### config.mk
export PLATFORM = sky130hd
export DESIGN_NAME = cscf_ram
export DESIGN_NICKNAME = d
export VERILOG_FILES = /design/src/rtl/cscf_ram.sv
export SDC_FILE = /design/constraint.sdc
export NUM_CORES = 1
export LEC_CHECK = 0
export ABC_CLOCK_PERIOD_IN_PS = 3800
export BUFFER_PORTS_ARGS = -buffer_cell sky130_fd_sc_hd__buf_2
export CORE_MARGIN = 1.5
export CORE_UTILIZATION = 59
export DETAILED_ROUTE_END_ITERATION = 10
export PLACE_DENSITY = 0.79
export SLEW_MARGIN = 5
export SYNTH_ARGS = -nofsm -noshare
export SYNTH_HDL_FRONTEND = slang
export SYNTH_SLANG_ARGS = --single-unit
### constraint.sdc
create_clock -name i_clk -period 3.8 [get_ports i_clk]
set_input_delay 0.57 -clock i_clk [delete_from_list [all_inputs] [get_ports i_clk]]
set_output_delay 0.57 -clock i_clk [all_outputs]
set_load 0.1 [all_outputs]
### src/rtl/cscf_ram.sv
`timescale 1ns / 1ps
// ----------------------------------------------------------------------------
// cscf_ram: generic single-write, single-read synchronous RAM
// One write port and one read port with the read data registered.
// ----------------------------------------------------------------------------
module cscf_ram #(
    parameter int WIDTH = 8,
    parameter int DEPTH = 16
) (
    input  logic                     i_clk,
    input  logic                     i_we,
    input  logic [$clog2(DEPTH)-1:0] i_waddr,
    input  logic [WIDTH-1:0]         i_wdata,
    input  logic                     i_re,
    input  logic [$clog2(DEPTH)-1:0] i_raddr,
    output logic [WIDTH-1:0]         o_rdata
);

    logic [WIDTH-1:0] r_mem [DEPTH];
    logic [WIDTH-1:0] r_rdata;

    always_ff @(posedge i_clk) begin
        if (i_we) begin
            r_mem[i_waddr] <= i_wdata;
        end
        if (i_re) begin
            r_rdata <= r_mem[i_raddr];
        end
    end

    assign o_rdata = r_rdata;

endmodule

* Word-level counts from Yosys, hierarchy flattened
Memories as Yosys holds them, arrays and structs flattened. A register that Yosys moved wholly into a read port is not among the register bits.
Cells that the tools add are included.
** Operators by class
- Multiplexer cells :: 2
** Operator list (number)
- 1-bit two-way mux :: 2
** Storage, ports and cells
- Bits in registers :: 0
- Bits in writable memories :: 128
- Output and inout bits :: 8
- Memories :: 1
** Memory list
- r_mem :: words 16, width 8, read ports 1, clocked after Yosys merged registers in 1, wr ports 1, line 19 : logic [WIDTH-1:0] r_mem [DEPTH];

* Logic depth before layout (Yosys ltp)
- Depth after elaboration :: 2
- Depth in mapped cells :: 5

* Worst setup path after synthesis
OpenSTA, ideal clock, no wires.
- Path kind :: input -> register
- Start :: input i_waddr[2]
- End :: memory r_mem[0][0], enable pin
- Setup time :: 0.383 ns
- Data arrival time :: 1.680 ns
- Data required time :: 3.417 ns
- Slack :: 1.737 ns
- Cell stages on the path :: 2
- Path buffers :: 0
- Path through :: or3b_2 -> nor3_1
** RTL lines
- start, declared :: line 12 : input logic [$clog2(DEPTH)-1:0] i_waddr,
- end, declared :: line 19
No word-level cell before the write port.

==> impl_results.md <==
* Status: finished, final reports clean
* Psw at 763 uW
* Chip Width at 97.1 um
* Synthesized cell area at 0.00523 mm2
* Worst slew pin tran at 0.841 ns
* Final setup TNS at 0 ns
* Dominant synthesized flop cell: edfxtp_1
* Netlist cell types at 18
* Largest net degree at the start of global routing at 33
* Remaining antenna violation count after routing at 0
* Comb pwr share at 0.053
* Post-synth ARST share at 0
* Post-CTS Setup Bufs at 0
* CTS max path bufs at 2
* Die Span Y at 97.1 um
* Seq cells post-synth at 136
* CTS buffer count at 17
* Core Area at 0.00864 mm2
* Power Internal at 2960 uW
* Fin nets at 289
* Leakage at 0.00205 uW
* Period utilization at 0.523
* Clock Pin Slew Worst Setup and Hold Paths at 0.06 ns
* Final hold slack at 0.434 ns
* CP required at 4.03 ns
* Layout cell share with drive strength beyond 1 at 0.286
* Pwr dens at 609 mW/mm2
* Clock network fraction of design power at 0.490
* DRT Wirelength at 9.44 mm
* Antenna violations before repair at 0
* Placed inst area at 0.00545 mm2
* Mapped Avg Cell Area at 22.8 um2
* GPL Wtd Cong at 0.741
* Complex-gate fraction of the synthesized area at 0.0230
* Tmin final at 1.99 ns
* Hold Violations, Final at 0
* Synth Area in XOR/XNOR at 0
* Main combinational cell family by area after synthesis: multiplexers
* CP max FO at 12
* CTS tree: done
* # DRC at 0
* Synth area leaders: edfxtp_1 78%, mux4_2 7.8%, mux4_1 7.0%
* Antenna cell count at 0
* Routed wl met3 at 556 um
* # IOs at 27
* EDFF count, synth at 136
* Sequential Power Share at 0.457
* Syn Nets at 248
* Clock skew at 0.00670 ns
* Met2 WL at 4.88 mm
* Final slew viol count at 0
* Core Rows at 34
* Final setup viols at 0
* Cells after Synth at 229
* Vias in the first global route at 2,557
* Post-CTS sizing at 0
* Via count at 2,478
* Skew-Pair Late Insertion Delay at 0.51 ns
* Drt wl/cell at 24.1 um
* Simple-gate portion of the synthesized area at 0.0314
* Iteration-0 DRC count of the detailed router at 177
* First-pass GRT wire length at 14.5 mm
* Root Buffer: clkbuf_8
* Peak supply drop at 422 uV
* Hold WC Path Type: primary input to flop
* Layout Utilization at 0.708
* Post-DP HPWL at 5.69 mm
* Gr ovfl total at 0
* Critical path class: primary input to flop
* Worst endpoint data arrival time at 2.22 ns
* Synth warnings at 0
* Top sig layer: met4
* Global Route Usage Sum at 0.221
* CTS Sinks at 136
* Sequential area share after synthesis at 0.781
* RSZ-0062 raised after global routing: no
* Initial Utilization at 0.605
* Maximum Capacitance Violations at 0
* Rel. slew slack at 0.437
* Mux contribution to synthesized area at 0.148
* Crit path launch type: primary input
* Fmax at 0.503 GHz
* Fillcell total at 491
* PortBufs at 26
* Switching share of power at 0.205
* Wl on met1 at 3.87 mm
* Post-CTS Hold Buffers at 0
* CTS H-tree lvls at 4
* Worst Setup End Kind: flop
* Drt pass-1 iters at 4
* Synthesis-to-finish area growth at 16.9%
* Final instance area at 0.00611 mm2
* Total Power at 3720 uW
* Die area at 0.00943 mm2
* Post-synth top area cell: edfxtp_1
* Avg Vias per Cell at 6.34
* Yosys top cell area share at 0.781
* Synth Area in Adders at 0
-- layout by cell type (no fill, tap or decap), drive strengths merged --
| cell | synthesis | routed |
|---|---|---|
| nand2 | 9 | 9 |
| and2 | 1 | 1 |
| nand3b | 2 | 2 |
| clkinvlp | 0 | 2 |
| nor3 | 4 | 4 |
| and2b | 1 | 1 |
| or3b | 1 | 1 |
| nor2 | 13 | 13 |
| mux4 | 32 | 32 |
| nand3 | 1 | 1 |
| a22oi | 16 | 16 |
| buf | 7 | 32 |
| bufinv | 0 | 6 |
| nand2b | 2 | 2 |
| clkbuf | 0 | 18 |
| clkinv | 0 | 2 |
| edfxtp | 136 | 136 |
| inv | 0 | 4 |
| nor2b | 1 | 1 |
-- final cells by class --
cell class                 instances  area (um2)  share of cell area
multi-input combinational         83        1060               0.173
clock buffer                      18         418              0.0684
sequential                       136        4080               0.668
clock inverter                    14         243              0.0397
tap                              108         135              0.0221
timing repair buffer              32         175              0.0287
-- synth_stat cells, types with 2 or more instances --
master and number:
a22oi_1 16, buf_2 3, buf_6 3, clkdlybuf4s25_2 3, edfxtp_1 136, mux4_1 14
mux4_2 18, nand2_1 9, nand2b_1 2, nand3b_1 2, nor2_1 13, nor3_1 4
-- worst max-delay path: stages --
cell	delay [ns]
buf_2	0.30
buf_4	0.33
mux4_1	0.60
a22oi_1	0.26
nand2_1	0.16
-- metal layers --
layer / GRT usage / vias up
met3: 0.0741 / 12
met4: 0.0769 / 0
met1: 0.295 / 1280
met2: 0.348 / 122
li1: - / 1064
met5: 0 / -
-- power groups by stage --
| stage | Clock (uW) | Combinational, uW | Sequential, uW |
|---|---|---|---|
| 5_1_grt | 1900 | 209 | 1700 |
| 3_5_place_dp | 0 | 196 | 1730 |
| 3_3_place_gp | 0 | 192 | 1730 |
| 6_report | 1820 | 197 | 1700 |
| 2_1_floorplan | 0 | 85.3 | 1780 |
| 4_1_cts | 1840 | 198 | 1700 |
-- logic make-up after synthesis --
logic type,after synthesis
compound gates,16
simple gates,35
mux,32
flops,136
buf+inv,10
-- per-stage QoR --
stage               setup WS [ns]  std cells
finish                       1.81        391
global route                 1.75        391
CTS                          1.80        391
detailed placement           1.29        359
global placement             1.43        359
floorplan                    1.74        229
-- flip-flops by register name (all words and copies together), names as in the netlist --
register and flops:
r_mem 128, o_rdata 8
-- path summary, 6_finish.rpt --
path          startpoint          to  slack, ns  cells past startpoint
max           i_raddr[0]  o_rdata[5]       1.81                      5
min                 i_re  o_rdata[1]       0.43                      1
min reg2reg  r_mem[8][4]  o_rdata[4]       0.76                      3
max reg2reg  r_mem[8][5]  o_rdata[5]       2.23                      3
Power figures use the tool's default switching activity.
