===== src/rtl/cscf_pkg.sv =====
`timescale 1ns / 1ps
// ----------------------------------------------------------------------------
// cscf_pkg: shared types and constants of the send-on-change transmit filter
// Field widths, reason and request codes, the table entry layout and the
// control state encoding.
// ----------------------------------------------------------------------------
package cscf_pkg;

    localparam int ID_W       = 11;
    localparam int DATA_W     = 64;
    localparam int LEN_W      = 4;
    localparam int TIME_W     = 32;
    localparam int REASON_W   = 3;
    localparam int CFG_DATA_W = 32;
    localparam int CFG_ADDR_W = 3;

    localparam int ID_COUNT_DEFAULT = 2048;

    localparam logic [TIME_W-1:0] RESET_MIN_US = TIME_W'(25000);
    localparam logic [TIME_W-1:0] RESET_MAX_US = TIME_W'(125000);

    localparam logic REQ_OFFER   = 1'b0;
    localparam logic REQ_PROGRAM = 1'b1;

    localparam logic REG_DEFAULT_MIN = 1'b0;
    localparam logic REG_DEFAULT_MAX = 1'b1;

    localparam logic [REASON_W-1:0] R_SUPPRESSED = 3'd0;
    localparam logic [REASON_W-1:0] R_FIRST_SEEN = 3'd1;
    localparam logic [REASON_W-1:0] R_CHANGED    = 3'd2;
    localparam logic [REASON_W-1:0] R_HEARTBEAT  = 3'd3;
    localparam logic [REASON_W-1:0] R_PROGRAMMED = 3'd4;

    typedef struct packed {
        logic              valid;
        logic [DATA_W-1:0] data;
        logic [TIME_W-1:0] stamp;
        logic [TIME_W-1:0] min_us;
        logic [TIME_W-1:0] max_us;
    } t_entry;

    localparam int ENTRY_W = $bits(t_entry);

    typedef struct packed {
        logic                wr_en;
        logic                send_now;
        logic [REASON_W-1:0] reason;
    } t_decision;

    typedef enum logic [1:0] {
        ST_CLEAR,
        ST_IDLE,
        ST_LOOK
    } t_state;

endpackage


===== src/rtl/cscf_cfg.sv =====
`timescale 1ns / 1ps
// ----------------------------------------------------------------------------
// cscf_cfg: configuration registers
// APB-style access to the default minimum and maximum intervals that are
// given to an identifier seen for the first time.
// ----------------------------------------------------------------------------
module cscf_cfg (
    input  logic                        i_clk,
    input  logic                        i_rst_n,
    input  logic                        psel,
    input  logic                        penable,
    input  logic                        pwrite,
    input  logic [cscf_pkg::CFG_ADDR_W-1:0] paddr,
    input  logic [cscf_pkg::CFG_DATA_W-1:0] pwdata,
    output logic [cscf_pkg::CFG_DATA_W-1:0] prdata,
    output logic                        pready,
    output logic [cscf_pkg::TIME_W-1:0]  o_default_min,
    output logic [cscf_pkg::TIME_W-1:0]  o_default_max
);

    import cscf_pkg::*;

    logic              wr_stb;
    logic              reg_sel;
    logic [TIME_W-1:0] r_default_min;
    logic [TIME_W-1:0] r_default_max;

    assign pready  = 1'b1;
    assign wr_stb  = psel & penable & pwrite & pready;
    assign reg_sel = paddr[CFG_ADDR_W-1];

    always_ff @(posedge i_clk) begin
        if (!i_rst_n) begin
            r_default_min <= RESET_MIN_US;
            r_default_max <= RESET_MAX_US;
        end else if (wr_stb) begin
            case (reg_sel)
                REG_DEFAULT_MIN: r_default_min <= pwdata;
                REG_DEFAULT_MAX: r_default_max <= pwdata;
                default: ;
            endcase
        end
    end

    always_comb begin
        case (reg_sel)
            REG_DEFAULT_MIN: prdata = r_default_min;
            REG_DEFAULT_MAX: prdata = r_default_max;
            default:         prdata = '0;
        endcase
    end

    assign o_default_min = r_default_min;
    assign o_default_max = r_default_max;

endmodule


===== config.mk =====
export PLATFORM = sky130hd
export DESIGN_NAME = cscf_cfg
export DESIGN_NICKNAME = d
export VERILOG_FILES = /design/src/rtl/cscf_pkg.sv /design/src/rtl/cscf_cfg.sv
export SDC_FILE = /design/constraint.sdc
export NUM_CORES = 1
export LEC_CHECK = 0
export BUFFER_PORTS_ARGS = -buffer_cell sky130_fd_sc_hd__buf_2
export CAP_MARGIN = 20
export CORE_MARGIN = 4
export CORE_UTILIZATION = 50
export CTS_BUF_LIST = sky130_fd_sc_hd__clkbuf_16
export DETAILED_ROUTE_END_ITERATION = 8
export PLACE_DENSITY = 0.85
export SLEW_MARGIN = 20
export SYNTH_ARGS = -nofsm -noshare
export SYNTH_HDL_FRONTEND = slang
export SYNTH_SLANG_ARGS = --single-unit
export TNS_END_PERCENT = 20

===== constraint.sdc =====
create_clock -name i_clk -period 3 [get_ports i_clk]
set_clock_uncertainty 0.1 [all_clocks]
set_input_delay 0.3 -clock i_clk [delete_from_list [all_inputs] [get_ports i_clk]]
set_output_delay 0.3 -clock i_clk [all_outputs]
set_load 0.02 [all_outputs]

== Yosys cells after proc, flatten, opt, wreduce, memory -nomap -nowiden ==
Index checks and enable logic that the tools add are counted.

* Bitwise operators: 3
* Reductions and logical operators: 2
* Mux-type cells: 1

{| class="wikitable"
|+ Operators with widths
! operator !! count
|-
| one-hot mux 32 bit (2 select lines) || 1
|-
| AND reduction 2 bit || 2
|-
| bitwise AND 1 bit || 2
|-
| inverter 1 bit || 1
|}

* Bits in registers: 64
* Logic and storage cells: 8
* Output and inout bits: 97
* Input port bits: 40

== Logic depth before layout (Yosys ltp) ==
Gate-level depths: netlist of the first run.

* Word-level depth: 3
* Depth in mapped cells: 5
* Gate-level depth less buffers: 2

== Worst setup path before layout of the first run ==
No wires, ideal clock.

* Kind: input port to output port
* Start point: input port paddr[2] in the netlist's numbering
* End point: output port prdata[0] in the netlist's numbering
* Cell stages on the path: 3
* Setup slack: 1.603 ns
* Buffers on the path: 2
* Required time: 2.600 ns
* Arrival time: 0.997 ns
* Path through: buf_6 -> buf_2 -> mux2_2

* Cells in the longest elaborated chain, start to end: 2

{| class="wikitable"
|+ Ends and longest elaborated chain
! item !! RTL line !! text
|-
| start, declared || cscf_cfg.sv:13 || <nowiki>input logic [cscf_pkg::CFG_ADDR_W-1:0] paddr,</nowiki>
|-
| inverter 1 bit || n/a ||
|-
| one-hot mux 32 bit (2 select lines) * || cscf_cfg.sv:46 || <nowiki>case (reg_sel)</nowiki>
|-
| end, declared || cscf_cfg.sv:15 || <nowiki>output logic [cscf_pkg::CFG_DATA_W-1:0] prdata,</nowiki>
|}

Every way passes the cells marked *; elsewhere a longest branch is shown, timed or not.

== Worst setup path after layout of the first run ==
* Start point: input port paddr[2] in the netlist's numbering
* End point: output port prdata[15] in the netlist's numbering

Same word-level chain as after synthesis.

==> results of run 1 <==
-- sequential cells by signal, summed over array words and instances (netlist names) --
| signal | cells |
|---|---|
| o_default_min | 32 |
| o_default_max | 32 |
-- worst max path at each step --
stage | start | end | slack, ns | depth (start not counted)
finish | paddr[2] | prdata[15] | 1.12 | 3
global route | paddr[2] | prdata[29] | 1.03 | 3
CTS | paddr[2] | prdata[30] | 1.11 | 3
detailed placement | paddr[2] | o_default_min[1] | 1.00 | 4
global placement | paddr[2] | o_default_min[3] | 1.08 | 4
floorplan | paddr[2] | prdata[0] | 1.60 | 3
-- cell type report --
| class | instances | area share (%) |
|---|---|---|
| Multi-Input combinational cell | 203 | 38.6 |
| Sequential cell | 64 | 33.6 |
| Timing Repair Buffer | 138 | 18.7 |
| Clock buffer | 9 | 5.90 |
| Tap cell | 72 | 2.36 |
| Clock inverter | 7 | 0.819 |
-- per-layer routing --
| layer | up-vias | routed length (um) |
|---|---|---|
| met5 | - | 0 |
| met4 | 0 | 60 |
| met3 | 4 | 368 |
| met2 | 70 | 3610 |
| met1 | 1155 | 2710 |
| li1 | 1216 | - |
-- cell families after synthesis --
group | after synthesis | share of synthesized area, %
DFF | 64 | 43.8
muxes | 96 | 34.2
buffers and inverters | 24 | 5.90
and+or+nand+nor | 106 | 16.0
other | 1 | 0.128
-- worst max-delay path: cells and delay by family --
family	cells	cell delay (ns)
buffers and inverters	2	0.76
multiplexers	1	0.40
-- cells in the mapped netlist --
cell,count
mux2i_1,64
buf_4,2
nor2b_1,23
buf_2,9
nand4_1,1
buf_1,1
buf_8,3
nand2_1,80
buf_6,4
conb_1,1
dfxtp_1,64
mux2_2,32
and4_1,1
clkbuf_1,5
and4b_1,1
-- power by group through the flow --
stage / clock network, mW / logic, mW / registers (mW)
6_report: 0.875 / 0.212 / 0.884
5_1_grt: 0.938 / 0.230 / 0.886
4_1_cts: 0.895 / 0.214 / 0.884
3_5_place_dp: 0 / 0.213 / 0.901
3_3_place_gp: 0 / 0.209 / 0.900
2_1_floorplan: 0 / 0.124 / 0.922
-- stage by stage --
step	hold WS (ns)	util, %	cell area [um^2]
6_report	0.150	68.1	3820
5_1_grt	0.158	68.1	3820
4_1_cts	0.140	68.1	3820
3_5_place_dp	0.362	63.5	3560
3_3_place_gp	0.351	63.5	3560
2_1_floorplan	0.342	-	2930
==> out/results.tsv, run 1 <==
stage	metric	value	unit
run_status	status	complete, no violations	
worst_setup_path	path_cells	buf_2 > mux2_2 > buf_2	
clock_tree	cts_max_level	3	
sta	slew_headroom	47.6	%
cells_and_area	final_cell_mix	buf_2 (133), nand2_1 (80), mux2i_1 (64), dfxtp_1 (64), mux2_2 (32)	
floorplanning	ios	137	
min_path	min_path_cells	3	
sta	finalHoldViolations	0	
grt	grtUsageTotal	19.1	%
pwr	p_comb_share	10.7	%
synthesis	synth.top_cell.area_share	43.8	%
min_path	hold_path.class	in -> reg	
route	drc_errors	0	
clock_tree	clock-sinks	64	
pwr	p_per_area	516	mW/mm^2
cells_and_area	multiInputGateArea	0.00148	mm^2
grt	antenna_found_initial	0	
sta	maxSlewViolCount	0	
cells_and_area	seq_area	0.00128	mm^2
cells_and_area	syn_to_final_growth	30.4	%
route	final_antenna_net_count	0	
synthesis	ys_ff_latch	64	
worst_setup_path	rrSetupSlack	2.25	ns
route	drt_iter0_drc	86	
synthesis	synth_seq_area_share	43.8	%
worst_setup_path	cp-start-kind	primary input	
worst_setup_path	crit_path_max_incr_delay	0.60	ns
worst_setup_path	timing.rr.end	o_default_max[13]	
pwr	total_power	1.97	mW
grt	use_met3	4.61	%
sta	finalSetupViolCount	0	
min_path	worstHoldEndpoint	o_default_min[16]	
grt	grtUsageMet2	34.7	%
worst_setup_path	slowest_stage	buf_2	
route	wl_per_cell	13.7	um
worst_setup_path	reg2reg_depth	2	
pwr	switching_share	23.9	%
placed_design	dp_hpwl	4860	um
grt	gr-usage-met1	21.5	%
floorplanning	dieArea	0.00714	mm^2
cells_and_area	nFillCells	448	
sta	max_clock_freq	533	MHz
cells_and_area	nets	456	
grt	grt_pass1_vias	2458	
synthesis	syn-num-nets	331	
pwr	clkPwrFrac	44.4	%
clock_tree	cts_setup_buffers	0	
floorplanning	dieWidth	84.5	um
pwr	switchingPower	0.470	mW
route	routed_wl	6750	um
worst_setup_path	crit_path_max_fanout	35	
sta	rsz0062_at_grt	no	
pwr	ir_worst_vdd	0.346	mV
min_path	hp-start	pwdata[16]	
pwr	p_seq_share	44.8	%
clock_tree	hold_buffers	0	
placed_design	place_inst	477	
sta	fin_ws	1.12	ns
floorplanning	die_h	84.5	um
placed_design	place_ws	1.00	ns
clock_tree	cts_tree	done	
floorplanning	row_count	27	
synthesis	syn_inst	291	
grt	grt_max_degree	49	
synthesis	netlist_area	0.00293	mm^2
cells_and_area	antenna_cells	0	
grt	grt-ovfl-total	0	
worst_setup_path	crit_path_end_kind	output port	
clock_tree	numCtsBuffers	9	
clock_tree	clockBufferDepth	2	
sta	finalCritPeriodShare	62.6	%
worst_setup_path	crit_path_frequent_cell	buf_2	
worst_setup_path	arrival	1.48	ns
route	vias_per_cell	4.96	
route	vias	2445	
synthesis	yosysUniqueCellTypes	15	
synthesis	ys_top_cells_by_area	dfxtp_1 (44%), mux2i_1 (22%), mux2_2 (12%), nand2_1 (10%), nor2b_1 (4.9%)	
floorplanning	core_area	0.00561	mm^2
worst_setup_path	criticalPathCategory	in -> out	
pwr	p_leak	1.89	nW
clock_tree	ctsResizeCount	0	
placed_design	routabilityCongestion	0.697	
route	first_pass_iters	4	
synthesis	yosysTopAreaCell	dfxtp_1	
grt	busiest_layer	met2	
job	cap_violations	0	
cells_and_area	layout-drive-gt1-share	43.7	%
sta	min_period	1.88	ns
clock_tree	cts-root-buf	clkbuf_16	
placed_design	port_buffers	133	
floorplanning	start_util	52.2	%
sta	setup_tns	0	ns
sta	worst_slew_pin_slew	0.786	ns
synthesis	syn-mean-instance-area	10.1	um^2
worst_setup_path	cp_data_required_time	2.60	ns
cells_and_area	stdcell_count	493	
clock_tree	clkLatencyLatePin	0.31	ns
clock_tree	path_clk_slew	0.05	ns
pwr	p_int	1.50	mW
synthesis	yosys_warnings	0	
cells_and_area	final_common_cell	buf_2	
worst_setup_path	timing.rr.start	o_default_max[13]	
grt	grt_pass1_wl	11300	um
No activity file was read; power rests on OpenSTA's default activity.
==> run 2: changes to the inputs <==
- CORE_UTILIZATION: 50 -> 42
- PLACE_DENSITY: 0.85 -> 0.76
- clock period: 3 -> 1.5 ns (I/O delays scaled with it)
==> out/results.tsv, run 2 (synthesis gave the netlist of run 1 again) <==
stage	metric	value	unit
cells_and_area	final_cell_mix	buf_2 (133), nand2_1 (80), mux2i_1 (64), dfxtp_1 (64), mux2_2 (32)	
floorplanning	dieArea	0.00837	mm^2
cells_and_area	final_common_cell	buf_2	
route	wl_per_cell	13.4	um
sta	hold_slack	0.00992	ns
pwr	p_comb_share	11.2	%
sta	maxSlewViolCount	0	
floorplanning	die_h	91.5	um
route	final_antenna_net_count	0	
placed_design	routabilityCongestion	0.738	
route	vias	2524	
cells_and_area	design_area	0.00410	mm^2
cells_and_area	antenna_cells	0	
worst_setup_path	crit_path_frequent_cell	buf_2	
placed_design	port_buffers	133	
clock_tree	cts-root-buf	clkbuf_16	
clock_tree	clockBufferDepth	2	
sta	finalHoldViolations	0	
route	vias_per_cell	4.72	
worst_setup_path	path_cells	buf_2 > buf_12 > mux2_2 > buf_2	
cells_and_area	nFillCells	588	
cells_and_area	nets	474	
cells_and_area	seq_area	0.00128	mm^2
placed_design	dp_hpwl	5150	um
cells_and_area	multiInputGateArea	0.00148	mm^2
worst_setup_path	crit_path_max_fanout	24	
route	first_pass_iters	4	
grt	grt_pass1_vias	2553	
worst_setup_path	slowest_stage	mux2_2	
pwr	p_per_area	1030	mW/mm^2
placed_design	place_ws	0.132	ns
clock_tree	cts_max_level	3	
grt	grt_pass1_wl	11800	um
sta	setup_tns	0	ns
placed_design	placed_area	0.00367	mm^2
pwr	clkPwrFrac	46.8	%
sta	rsz0062_at_grt	no	
clock_tree	clock-sinks	64	
sta	finalSetupViolCount	0	
floorplanning	core_area	0.00679	mm^2
floorplanning	dieWidth	91.5	um
route	drc_errors	0	
sta	finalCritPeriodShare	89.0	%
worst_setup_path	cp-start-kind	primary input	
worst_setup_path	crit_path_end_kind	output port	
clock_tree	path_clk_slew	0.05	ns
grt	grtUsageTotal	17.1	%
cells_and_area	utilization	60.4	%
min_path	hold_path.class	in -> reg	
clock_tree	numCtsBuffers	9	
grt	antenna_found_initial	0	
clock_tree	cts_setup_buffers	0	
floorplanning	start_util	43.1	%
floorplanning	row_count	30	
placed_design	place_inst	505	
pwr	p_int	3.22	mW
cells_and_area	syn_to_final_growth	40.1	%
pwr	switching_share	23.5	%
worst_setup_path	crit_path_max_incr_delay	0.35	ns
route	routed_wl	7170	um
run_status	status	complete, no violations	
pwr	total_power	4.21	mW
pwr	ir_worst_vdd	0.544	mV
sta	fin_ws	0.165	ns
floorplanning	ios	137	
pwr	switchingPower	0.989	mW
worst_setup_path	cp_data_required_time	1.25	ns
clock_tree	clkLatencyLatePin	0.31	ns
pwr	p_seq_share	42.0	%
cells_and_area	layout-drive-gt1-share	43.3	%
route	drt_iter0_drc	54	
pwr	p_leak	1.98	nW
job	cap_violations	0	
sta	max_clock_freq	749	MHz
worst_setup_path	criticalPathCategory	in -> out	
worst_setup_path	arrival	1.08	ns
grt	grt_max_degree	50	
sta	min_period	1.33	ns
grt	grt-ovfl-total	0	
clock_tree	cts_tree	done	
clock_tree	ctsResizeCount	0	
cells_and_area	stdcell_count	535	
[run 2: power groups by stage]
stage / Sequential (mW) / Clock (mW) / Combinational (mW)
CTS: 1.77 / 2.03 / 0.477
floorplan: 1.84 / 0 / 0.247
global placement: 1.80 / 0 / 0.438
detailed placement: 1.80 / 0 / 0.447
global route: 1.77 / 2.11 / 0.511
finish: 1.77 / 1.97 / 0.472
[run 2: worst paths after layout]
kind                                         from                 to  slack, ns  depth (start not counted)
worst max register to register   o_default_min[3]   o_default_min[3]       0.76                          2
worst min register to register  o_default_min[25]  o_default_min[25]       0.37                          2
worst min-delay path                   pwdata[29]  o_default_max[29]       0.01                          3
worst max-delay path                     paddr[2]         prdata[14]       0.17                          4
[run 2: cell type report]
cell class / count / area share (%)
timing repair buffer: 156 / 22.8
multi-input combinational: 203 / 36.0
tap: 96 / 2.93
sequential: 64 / 31.2
clock buffer: 9 / 5.49
clock inverter: 7 / 1.56
[run 2: what timing repair did]
item | 4_1_cts | 5_1_grt
hold endpoints to repair | 14 | 0
hold buffers | 14 | 0
endpoints found under the setup margin | 0 | 0
[run 2: worst max-delay path: cells and delay by family]
| family | cells | cell delay [ns] |
|---|---|---|
| buffers and inverters | 3 | 0.58 |
| multiplexers | 1 | 0.35 |
[run 2: per-layer routing]
| layer | global-route usage (%) | wire (um) | vias to the layer above |
|---|---|---|---|
| li1 | - | - | 1254 |
| met1 | 18.8 | 2950 | 1180 |
| met2 | 31.6 | 3760 | 79 |
| met3 | 3.98 | 364 | 11 |
| met4 | 6.53 | 95 | 0 |
| met5 | 0 | 0 | - |
