==> src/rtl/cscf_pkg.sv <==
`timescale 1ns / 1ps
// ----------------------------------------------------------------------------
// cscf_pkg: shared types and constants of the send-on-change transmit filter
// Field widths, reason and request codes, the table entry layout and the
// control state encoding.
// ----------------------------------------------------------------------------
package cscf_pkg;

    localparam int ID_W       = 11;
    localparam int DATA_W     = 64;
    localparam int LEN_W      = 4;
    localparam int TIME_W     = 32;
    localparam int REASON_W   = 3;
    localparam int CFG_DATA_W = 32;
    localparam int CFG_ADDR_W = 3;

    localparam int ID_COUNT_DEFAULT = 2048;

    localparam logic [TIME_W-1:0] RESET_MIN_US = TIME_W'(25000);
    localparam logic [TIME_W-1:0] RESET_MAX_US = TIME_W'(125000);

    localparam logic REQ_OFFER   = 1'b0;
    localparam logic REQ_PROGRAM = 1'b1;

    localparam logic REG_DEFAULT_MIN = 1'b0;
    localparam logic REG_DEFAULT_MAX = 1'b1;

    localparam logic [REASON_W-1:0] R_SUPPRESSED = 3'd0;
    localparam logic [REASON_W-1:0] R_FIRST_SEEN = 3'd1;
    localparam logic [REASON_W-1:0] R_CHANGED    = 3'd2;
    localparam logic [REASON_W-1:0] R_HEARTBEAT  = 3'd3;
    localparam logic [REASON_W-1:0] R_PROGRAMMED = 3'd4;

    typedef struct packed {
        logic              valid;
        logic [DATA_W-1:0] data;
        logic [TIME_W-1:0] stamp;
        logic [TIME_W-1:0] min_us;
        logic [TIME_W-1:0] max_us;
    } t_entry;

    localparam int ENTRY_W = $bits(t_entry);

    typedef struct packed {
        logic                wr_en;
        logic                send_now;
        logic [REASON_W-1:0] reason;
    } t_decision;

    typedef enum logic [1:0] {
        ST_CLEAR,
        ST_IDLE,
        ST_LOOK
    } t_state;

endpackage

==> src/rtl/cscf_decide.sv <==
`timescale 1ns / 1ps
// ----------------------------------------------------------------------------
// cscf_decide: pass/suppress decision and entry update
// Takes the entry read from the table and the held request, and gives the
// decision together with the entry to be written back.
// ----------------------------------------------------------------------------
module cscf_decide #(
    parameter int ID_COUNT = cscf_pkg::ID_COUNT_DEFAULT
) (
    input  cscf_pkg::t_entry                i_rd_entry,
    input  logic                            i_req_type,
    input  logic [cscf_pkg::ID_W-1:0]       i_msg_id,
    input  logic [cscf_pkg::DATA_W-1:0]     i_msg_data,
    input  logic [cscf_pkg::TIME_W-1:0]     i_now_us,
    input  logic [cscf_pkg::TIME_W-1:0]     i_set_min_us,
    input  logic [cscf_pkg::TIME_W-1:0]     i_set_max_us,
    input  logic [cscf_pkg::TIME_W-1:0]     i_default_min,
    input  logic [cscf_pkg::TIME_W-1:0]     i_default_max,
    output cscf_pkg::t_decision             o_decision,
    output cscf_pkg::t_entry                o_wr_entry
);

    import cscf_pkg::*;

    logic              in_range;
    logic              changed;
    logic [TIME_W-1:0] elapsed;

    assign in_range = {1'b0, i_msg_id} < (ID_W + 1)'(ID_COUNT);
    assign elapsed  = i_now_us - i_rd_entry.stamp;
    assign changed  = i_msg_data != i_rd_entry.data;

    always_comb begin
        o_wr_entry = i_rd_entry;
        o_decision = '0;
        o_decision.reason = R_SUPPRESSED;
        if (in_range) begin
            if (i_req_type == REQ_PROGRAM) begin
                if (!i_rd_entry.valid) begin
                    o_wr_entry.valid = 1'b1;
                    o_wr_entry.data  = '0;
                    o_wr_entry.stamp = i_now_us;
                end
                o_wr_entry.min_us = i_set_min_us;
                o_wr_entry.max_us = i_set_max_us;
                o_decision.reason = R_PROGRAMMED;
                o_decision.wr_en  = 1'b1;
            end else if (!i_rd_entry.valid) begin
                o_wr_entry.valid    = 1'b1;
                o_wr_entry.min_us   = i_default_min;
                o_wr_entry.max_us   = i_default_max;
                o_decision.send_now = 1'b1;
                o_decision.reason   = R_FIRST_SEEN;
            end else if (changed && (elapsed >= i_rd_entry.min_us)) begin
                o_decision.send_now = 1'b1;
                o_decision.reason   = R_CHANGED;
            end else if (!changed && (elapsed >= i_rd_entry.max_us)) begin
                o_decision.send_now = 1'b1;
                o_decision.reason   = R_HEARTBEAT;
            end
            if (o_decision.send_now) begin
                o_wr_entry.data  = i_msg_data;
                o_wr_entry.stamp = i_now_us;
                o_decision.wr_en = 1'b1;
            end
        end
    end

endmodule

==> config.mk <==
export PLATFORM = sky130hd
export DESIGN_NAME = cscf_decide
export DESIGN_NICKNAME = d
export VERILOG_FILES = /design/src/rtl/cscf_pkg.sv /design/src/rtl/cscf_decide.sv
export SDC_FILE = /design/constraint.sdc
export NUM_CORES = 1
export LEC_CHECK = 0
export BUFFER_PORTS_ARGS = -buffer_cell sky130_fd_sc_hd__buf_2
export CAP_MARGIN = 20
export CORE_AREA = 5 5 215 217
export DETAILED_ROUTE_END_ITERATION = 6
export DIE_AREA = 0 0 220 222
export GPL_TIMING_DRIVEN = 0
export PLACE_DENSITY = 0.48
export SYNTH_ARGS = -nofsm -noshare
export SYNTH_HDL_FRONTEND = slang
export SYNTH_SLANG_ARGS = --single-unit
==> constraint.sdc <==
create_clock -name vclk -period 10.1
set_input_delay 1.515 -clock vclk [all_inputs]
set_output_delay 1.515 -clock vclk [all_outputs]
set_load 0.02 [all_outputs]
# Yosys cells after proc, flatten, opt, wreduce, memory -nomap -nowiden
# Index checks and enable logic that the tools add are counted.
# word_totals
ff_bits,0
word_cells,19
input_bits,397
# op_classes
n_reduce_logical,3
mux,12
n_addsub,1
magnitude_cmp,2
n_eq_ne,1
# op_table
op,count
96-bit two-way mux,3
64-bit two-way mux,2
32-bit greater-or-equal comparator,2
64-bit != test,1
32-bit subtractor,1
4-bit two-way mux,3
1-bit two-way mux,3
3-bit two-way mux,1
1-bit logical AND,2
1-bit zero test,1

# Logic depth before layout (Yosys ltp)
# Gate-level depths: netlist (run 1).
# logic_depth
depth_word,8
ltp_mapped,24
ltp_nobuf,21

# Least setup slack after synthesis (run 1)
# No wires, ideal clock.
# synth_timing
path_type,input-to-output
from,input port i_now_us[0] in the netlist's numbering
to,output port o_wr_entry[150] in the netlist's numbering
arrival_time_ns,6.018
stages,21
path_slack_ns,2.567
t_required_ns,8.585
path_cell_list,inv_1 > ha_1 > inv_1 > fa_1 > a21o_1 > a21oi_1 > o21a_1 > o21ai_0 > a221oi_1 > o31ai_1 > a221oi_1 > xnor2_1 > ha_1 > nand4_1 > or2_2 > a2111o_1 > a31oi_1 > o22ai_2 > a21oi_1 > clkbuf_1 > a22o_1
# synth_rtl
item,line,text
"start, declared",cscf_decide.sv:14,"input logic [cscf_pkg::TIME_W-1:0] i_now_us,"
"end, declared",cscf_decide.sv:20,output cscf_pkg::t_entry o_wr_entry

==> results by group, run 1 <==
Run status
  • Status: finished, final reports clean

Power and ir drop
  • Logic gate share of total power: 100.0%
  • Total chip power: 0.784 mW
  • P per Cell Area: 79.8 nW/um^2
  • Clock power frac: 0%
  • Reg power frac: 0%
  • Worst vdd ir: 0.0407 mV
  • Leak Pwr: 5.55 nW
  • Sw Share: 61.4%
  • P_sw: 0.481 mW
  • Internal Pwr Total: 0.303 mW

Synthesis
  • Post-Syn Area: 6280 sq um
  • Average cell area after synthesis: 7.17 sq um
  • Post-synth top area cell: ha_1
  • Yosys cell types: 56
  • Area contributors post-synth: ha_1 (19%), mux2i_1 (10%), xor2_1 (9.8%), a22o_1 (8.9%), o21ai_0 (6.8%)
  • Yosys warnings: 0
  • Top-area cell type share of the netlist area: 18.9%
  • Most frequent cell after synthesis: inv_1
  • Syn Nets: 1369
  • Post-synthesis sequential area ratio: 0%
  • Commonest cells post-synth: inv_1 (102), ha_1 (95), nand2_1 (86)
  • Mapped Cells: 876

STA
  • Max Clock Freq: 0.107 GHz
  • Slew margin rel.: 33.3%
  • Final setup vio count: 0
  • Minimum clock period: 9.38 ns
  • Endpoints failing hold: 0
  • Final worst slack: 0.718 ns
  • RSZ-0062 raised after global routing: no
  • Least-Margin Pin Slew: 1.00 ns
  • Setup TNS: 0 ns
  • Max-slew violation count: 0
  • Final Cycle Share: 92.9%
  • Hold slack: 3.27 ns

Setup path
  • WP data required: 8.59 ns
  • Worst setup path class: input port to primary output
  • Bufs and invs on worst path: 6
  • Crit path largest cell delay: 0.54 ns
  • Slowest library cell on the worst path: a221oi_2
  • Critical path's top delay family: compound AO/OA/AOI/OAI gates
  • Crit path top cell by count: buf_2
  • Worst Setup End Kind: primary output
  • Worst EP arrival: 7.87 ns
  • CP Max Fanout: 10
  • CP startpoint kind: input port
  • CP cell instances: buf_2 -> inv_1 -> ha_1 -> inv_1 -> fa_1 -> a21o_1 -> a21oi_1 -> o21a_1 -> o21ai_0 -> a221oi_2 -> o31ai_1 -> a221oi_1 -> xnor2_1 -> ha_1 -> nand4_1 -> or2_2 -> a2111o_1 -> a31oi_1 -> o22ai_2 -> a21oi_1 -> buf_2 -> buf_2 -> a22o_1 -> buf_2

Global routing
  • Vias in the first global route: 9127
  • Largest net degree at the start of global routing: 11
  • GRT overflow: 0
  • Gr usage total: 17.5%
  • Initial antenna violation count: 10
  • First-pass GRT wire length: 63300 microns

Placement
  • Gpl congestion: 0.905
  • Pre-CTS WS: 0.307 ns
  • DP Wirelength: 41900 microns
  • I/O Buffers: 549

Min path
  • Worst hold path endpoint: o_decision[2]
  • Worst hold stages: 2
  • Hold Startpoint: i_req_type
  • Hold WC Path Type: input port to primary output

Floorplan
  • # IOs: 563
  • Core area: 43900 sq um
  • Die ar.: 48800 sq um
  • FP Rows: 77
  • Die Wd: 220 microns
  • Starting Density: 14.3%
  • Chip Height: 222 microns

Finish
  • Clock buffer cells: 0
  • Layout Nets: 1923
  • Area taken by flip-flops and latches: 0 sq um
  • Share of cells above drive strength 1: 42.8%
  • Fillers: 5058
  • Final Util: 22.4%
  • Synthesis-to-finish area growth: 56.6%
  • Num sequential: 0

Routing
  • First-pass detailed-route iteration total: 5
  • Routed vias/inst: 4.39
  • Antenna viol nets, final: 0
  • Vias: 8897
  • DR DRC count: 0
  • DR iter-0 viols: 396
  • Avg WL per Cell: 23.0 microns
  • Total Routed Length: 46600 microns

Clocking
  • Hold buffers post-CTS: 0
  • Postcts setup bufs: 0
  • CTS resizes: 0

Flow run
  • Max-Cap Viols: 0
worst max-delay path by stage:
stage | from | to | slack [ns] | cells after the start
final | i_now_us[0] | o_wr_entry[120] | 0.72 | 24
after CTS | i_now_us[0] | o_wr_entry[120] | 0.29 | 24
after floorplan | i_now_us[0] | o_wr_entry[150] | 2.57 | 21
after detailed placement | i_now_us[0] | o_wr_entry[120] | 0.31 | 24
after global placement | i_now_us[0] | o_wr_entry[120] | 0.31 | 24
after global routing | i_now_us[0] | o_wr_entry[120] | 0.19 | 24
kinds of logic (layout without fill, tap and decap cells):
family	Yosys count	count (layout)	synth area share [%]
AO/OA/AOI/OAI	274	274	29.1
XOR/XNOR	91	91	12.7
adder cells (fa/ha/maj)	96	96	19.2
buffers and inverters	145	697	9.74
multiplexers	96	96	15.9
other	1	6	0.0597
AND/OR/NAND/NOR	173	173	13.2
layout make-up:
cell class	count	area (sq um)	share of cell area [%]
inverter	102	383	3.89
buffer	43	229	2.33
antenna	5	12.5	0.127
timing repair buffer	552	2790	28.4
tap	592	741	7.53
multi-input combinational	731	5670	57.7
per-stage QoR:
stage	area, sq um	std cells
CTS	9800	2019
detailed placement	9800	2019
finish	9830	2025
global placement	9770	2017
global route	9830	2023
floorplan	6280	876
power by group through the flow:
| stage | combinational [mW] | sequential, mW | clock [mW] |
|---|---|---|---|
| after detailed placement | 0.788 | 0 | 0 |
| after global placement | 0.783 | 0 | 0 |
| after global routing | 0.855 | 0 | 0.0000000400 |
| final | 0.784 | 0 | 0.0000000669 |
| after floorplan | 0.447 | 0 | 0 |
| after CTS | 0.794 | 0 | 0 |
cells in the final DEF (no fill, tap or decap), types with 28 or more instances in the layout:
master / synthesis / routed
inv_1: 102 / 102
a21o_1: 28 / 28
buf_2: 9 / 558
o21ai_0: 85 / 85
ha_1: 95 / 95
mux2_2: 31 / 31
xor2_1: 70 / 70
nand2_1: 86 / 86
mux2i_1: 64 / 64
a21oi_1: 50 / 50
a22o_1: 64 / 64
metal layers:
layer	routed length, microns	track usage, %	share of wire [%]	vias to the layer above
li1	-	-	-	4285
met1	17400	19.0	37	4153
met2	24600	34.4	53	405
met3	3190	2.79	6.8	50
met4	1440	4.85	3.1	4
met5	21	0	0.045	-
(Power assumes the default switching activity.)
==> run 2, diff against run 1 <==
- BUFFER_PORTS_ARGS: -buffer_cell sky130_fd_sc_hd__buf_2 -> not set
- CORE_AREA: 5 5 215 217 -> 2 2 218 220
- DONT_BUFFER_PORTS: not set -> 1
- PLACE_DENSITY: 0.48 -> 0.36
==> results by group, run 2 (synthesis gave the netlist of run 1 again) <==
Run status
  • Status: finished, final reports clean

Setup path
  • WP data required: 8.59 ns
  • CP Max Fanout: 10
  • CP startpoint kind: input port
  • Worst setup path class: input port to primary output
  • Worst Setup End Kind: primary output
  • Worst EP arrival: 7.89 ns

STA
  • Final Cycle Share: 93.1%
  • Minimum clock period: 9.40 ns
  • Max Clock Freq: 0.106 GHz
  • RSZ-0062 raised after global routing: no
  • Final setup vio count: 0
  • Setup TNS: 0 ns
  • Endpoints failing hold: 0
  • Least-Margin Pin Slew: 1.07 ns
  • Max-slew violation count: 0
  • Slew margin rel.: 28.5%

Placement
  • DP Wirelength: 38400 microns
  • Gpl congestion: 0.941
  • I/O Buffers: 0
  • Dpl cell area: 7090 sq um

Routing
  • First-pass detailed-route iteration total: 5
  • DR iter-0 viols: 322
  • Vias: 6942
  • Routed vias/inst: 4.66
  • DR DRC count: 0
  • Antenna viol nets, final: 0
  • Avg WL per Cell: 29.1 microns
  • Total Routed Length: 43400 microns

Global routing
  • Gr usage total: 16.4%
  • Largest net degree at the start of global routing: 11
  • First-pass GRT wire length: 56000 microns
  • Initial antenna violation count: 2
  • GRT overflow: 0
  • Vias in the first global route: 7117

Power and ir drop
  • Leak Pwr: 3.35 nW
  • Worst vdd ir: 0.0328 mV
  • P per Cell Area: 88.7 nW/um^2
  • Total chip power: 0.631 mW

Finish
  • Most common library cell in the layout ignoring fill and taps: inv_1
  • Num sequential: 0
  • Clock buffer cells: 0
  • Area taken by flip-flops and latches: 0 sq um
  • Most frequent cells in the layout: inv_1 (102), ha_1 (95), nand2_1 (86)
  • Share of cells above drive strength 1: 7.26%
  • Fillers: 5394
  • Synthesis-to-finish area growth: 13.3%
  • Design area: 7110 sq um
  • Layout Nets: 1376

Floorplan
  • Die ar.: 48800 sq um
  • Die Wd: 220 microns
  • Core area: 46300 sq um
  • Starting Density: 13.6%
  • Chip Height: 222 microns
  • # IOs: 563
  • FP Rows: 79

Clocking
  • Hold buffers post-CTS: 0

Flow run
  • Max-Cap Viols: 0

Min path
  • Hold Startpoint: i_req_type
  • Worst hold stages: 1
  • Hold WC Path Type: input port to primary output
  • Worst hold path endpoint: o_decision[2]
## run 2: power breakdown
| part | leakage (nW) | switching (mW) | internal [mW] |
|---|---|---|---|
| Combinational | 3.35 | 0.425 | 0.207 |
| Sequential | 0 | 0 | 0 |
| Clock | 0.0000127 | 0 | 0.0000000271 |
| Total | 3.35 | 0.425 | 0.207 |
## run 2: how the worst max path moves through the flow
stage / depth (start not counted) / end / slack (ns) / startpoint
final: 21 / o_wr_entry[155] / 0.70 / i_now_us[0]
after global routing: 21 / o_wr_entry[155] / 0.14 / i_now_us[0]
after CTS: 21 / o_wr_entry[155] / 0.16 / i_now_us[0]
after detailed placement: 21 / o_wr_entry[155] / 0.18 / i_now_us[0]
after global placement: 21 / o_wr_entry[155] / 0.20 / i_now_us[0]
after floorplan: 21 / o_wr_entry[150] / 2.57 / i_now_us[0]
## run 2: final cells by class
type	count	area, sq um	share of cell area [%]
Buffer	43	229	3.22
Multi-Input combinational cell	731	5670	79.8
Inverter	102	383	5.38
Antenna cell	2	5.00	0.0703
Timing Repair Buffer	5	63.8	0.897
Tap cell	607	759	10.7
## run 2: worst max-delay path, cell delays in order
cell and delay [ns]:
inv_1 0.03, ha_1 0.17, inv_1 0.06, fa_1 0.40
a21o_1 0.18, a21oi_1 0.28, o21a_1 0.24, o21ai_0 0.40
a221oi_2 0.56, o31ai_1 0.20, a221oi_1 0.36, xnor2_1 0.18
ha_1 0.32, nand4_1 0.12, or2_2 0.38, a2111o_1 0.44
a31oi_1 0.37, o22ai_2 0.22, a21oi_1 0.21, clkbuf_1 0.66
a22o_1 0.56
## run 2: repair_timing
action / CTS / global route
setup buffers: 0 / 0
gates resized for setup: 0 / 1
setup endpoints to repair: 0 / 7
## run 2: per-layer routing
metal / GRT usage [%] / share of wire [%] / up-vias
met5: 0 / 0 / -
met4: 6.15 / 4.3 / 0
met3: 2.40 / 6.6 / 46
met2: 31.5 / 51 / 383
met1: 17.9 / 38 / 3332
li1: - / - / 3181
## run 2: stage by stage
step                      setup slack [ns]  hold WS, ns  util [%]  std cells
final                                0.698         3.16      15.4       1490
after global routing                 0.140         3.16      15.4       1490
after CTS                            0.158         3.16      15.3       1487
after detailed placement             0.178         3.16      15.3       1487
after global placement               0.199         3.16      15.2       1483
after floorplan                       2.57         3.14         -        876
==> run 3, diff against run 2 <==
==> constraint.sdc (replaced) <==
create_clock -name vclk -period 10.1
set_input_delay 1.515 -clock vclk [all_inputs]
set_output_delay 1.515 -clock vclk [all_outputs]
set_load 0.05 [all_outputs]
==> results by group, run 3 (synthesis gave the netlist of run 1 again) <==
Floorplan
  • FP Rows: 79
  • Die Wd: 220 microns
  • Chip Height: 222 microns
  • Core area: 46300 sq um
  • Die ar.: 48800 sq um
  • # IOs: 563
  • Starting Density: 13.6%

Routing
  • Total Routed Length: 43100 microns
  • DR iter-0 viols: 217
  • First-pass detailed-route iteration total: 5
  • Avg WL per Cell: 28.9 microns
  • Routed vias/inst: 4.60
  • Vias: 6866
  • DR DRC count: 0
  • Antenna viol nets, final: 0

Finish
  • Antenna diodes: 0
  • Clock buffer cells: 0
  • Num sequential: 0
  • Layout Nets: 1379
  • Share of cells above drive strength 1: 8.14%
  • Fillers: 5402
  • Area taken by flip-flops and latches: 0 sq um
  • Most frequent cells in the layout: inv_1 (102), ha_1 (95), nand2_1 (86)
  • Multi-input logic area: 5690 sq um
  • Layout Cells excl Fill: 1491
  • Most common library cell in the layout ignoring fill and taps: inv_1
  • Synthesis-to-finish area growth: 13.9%

Global routing
  • GRT overflow: 0
  • Vias in the first global route: 6971
  • First-pass GRT wire length: 55400 microns
  • Initial antenna violation count: 2
  • Gr usage total: 16.3%
  • Largest net degree at the start of global routing: 11

Run status
  • Status: finished, final reports clean

Min path
  • Hold Startpoint: i_req_type
  • Worst hold path endpoint: o_decision[2]
  • Hold WC Path Type: input port to primary output
  • Worst hold stages: 1

Placement
  • DP Wirelength: 38300 microns
  • I/O Buffers: 0
  • Gpl congestion: 0.941
  • Cells after DPL: 1491

STA
  • Slew margin rel.: 19.8%
  • Least-Margin Pin Slew: 1.19 ns
  • Minimum clock period: 9.53 ns
  • Final Cycle Share: 94.4%
  • Endpoints failing hold: 0
  • Max Clock Freq: 0.105 GHz
  • Final setup vio count: 0
  • Max-slew violation count: 0
  • RSZ-0062 raised after global routing: no

Power and ir drop
  • P_sw: 0.605 mW
  • Clock power frac: 0%
  • Worst vdd ir: 0.0541 mV
  • Sw Share: 74.2%
  • P per Cell Area: 114 nW/um^2
  • Reg power frac: 0%
  • Internal Pwr Total: 0.210 mW
  • Logic gate share of total power: 100.0%
  • Leak Pwr: 3.38 nW
  • Total chip power: 0.815 mW

Setup path
  • Worst setup path class: input port to primary output
  • Crit path largest cell delay: 0.76 ns
  • CP cell instances: inv_1 -> ha_1 -> inv_1 -> fa_1 -> a21o_1 -> a21oi_1 -> o21a_1 -> o21ai_0 -> a221oi_2 -> o31ai_1 -> a221oi_1 -> xnor2_1 -> ha_1 -> nand4_1 -> or2_2 -> a2111o_1 -> a31oi_1 -> o22ai_2 -> a21oi_1 -> buf_2 -> buf_2 -> a22o_1
  • Critical path's top delay family: compound AO/OA/AOI/OAI gates
  • Worst EP arrival: 8.02 ns
  • Slowest library cell on the worst path: a22o_1
  • WP data required: 8.59 ns
  • CP Depth: 22
  • Worst Setup End Kind: primary output
  • Bufs and invs on worst path: 4
  • CP Max Fanout: 10
  • CP startpoint kind: input port

Flow run
  • Max-Cap Viols: 0
run 3: cell count changes in the layout (fill, tap and decap cells not counted), moves of 2 or more:
cell | previous run | this run
o21ai_0 | 82 | 23
o21ai_1 | 3 | 59
buf_6 | 6 | 9
o21ai_2 | 0 | 3
diode_2 | 2 | 0
run 3: routing by layer:
layer | routed length [microns] | part of all wire, % | track usage [%]
met3 | 2840 | 6.6 | 2.29
met1 | 16300 | 38 | 17.8
met4 | 1540 | 3.6 | 4.63
met2 | 22400 | 52 | 31.9
met5 | 0 | 0 | 0
run 3: area by class of cell:
cell class,count,share of cell area [%]
multi-input cells,731,79.6
well taps,607,10.6
inverters,102,5.35
plain buffers,43,3.22
repair buffers,8,1.26
run 3: power groups by stage:
stage               Sequential [mW]  Clock, mW  Combinational [mW]
floorplan                         0          0               0.624
global placement                  0          0               0.807
detailed placement                0          0               0.818
CTS                               0          0               0.823
global route                      0          0               0.866
finish                            0          0               0.815
run 3: how the worst max path moves through the flow:
| stage | from | end | slack, ns |
|---|---|---|---|
| finish | i_now_us[0] | o_wr_entry[140] | 0.57 |
| global route | i_now_us[0] | o_wr_entry[140] | 0.01 |
| CTS | i_now_us[0] | o_wr_entry[140] | 0.03 |
| detailed placement | i_now_us[0] | o_wr_entry[155] | -0.25 |
| global placement | i_now_us[0] | o_wr_entry[155] | -0.26 |
| floorplan | i_now_us[0] | o_wr_entry[150] | 2.10 |
run 3: through the flow:
step           hold WS (ns)  area [sq um]  TNS (ns)  utilization [%]  setup slack [ns]
2_1_floorplan          3.20          6280         0                -              2.10
3_3_place_gp           3.21          7040     -1.39             15.2            -0.256
3_5_place_dp           3.21          7150     -1.34             15.4            -0.250
4_1_cts                3.21          7150         0             15.4            0.0299
5_1_grt                3.21          7150         0             15.5            0.0128
6_report               3.21          7150         0             15.5             0.570
run 3: timing repair:
item,CTS,global route
buffers inserted,0,0
hold buffers,0,0
setup endpoints to repair,9,47
gates resized for setup,1,1
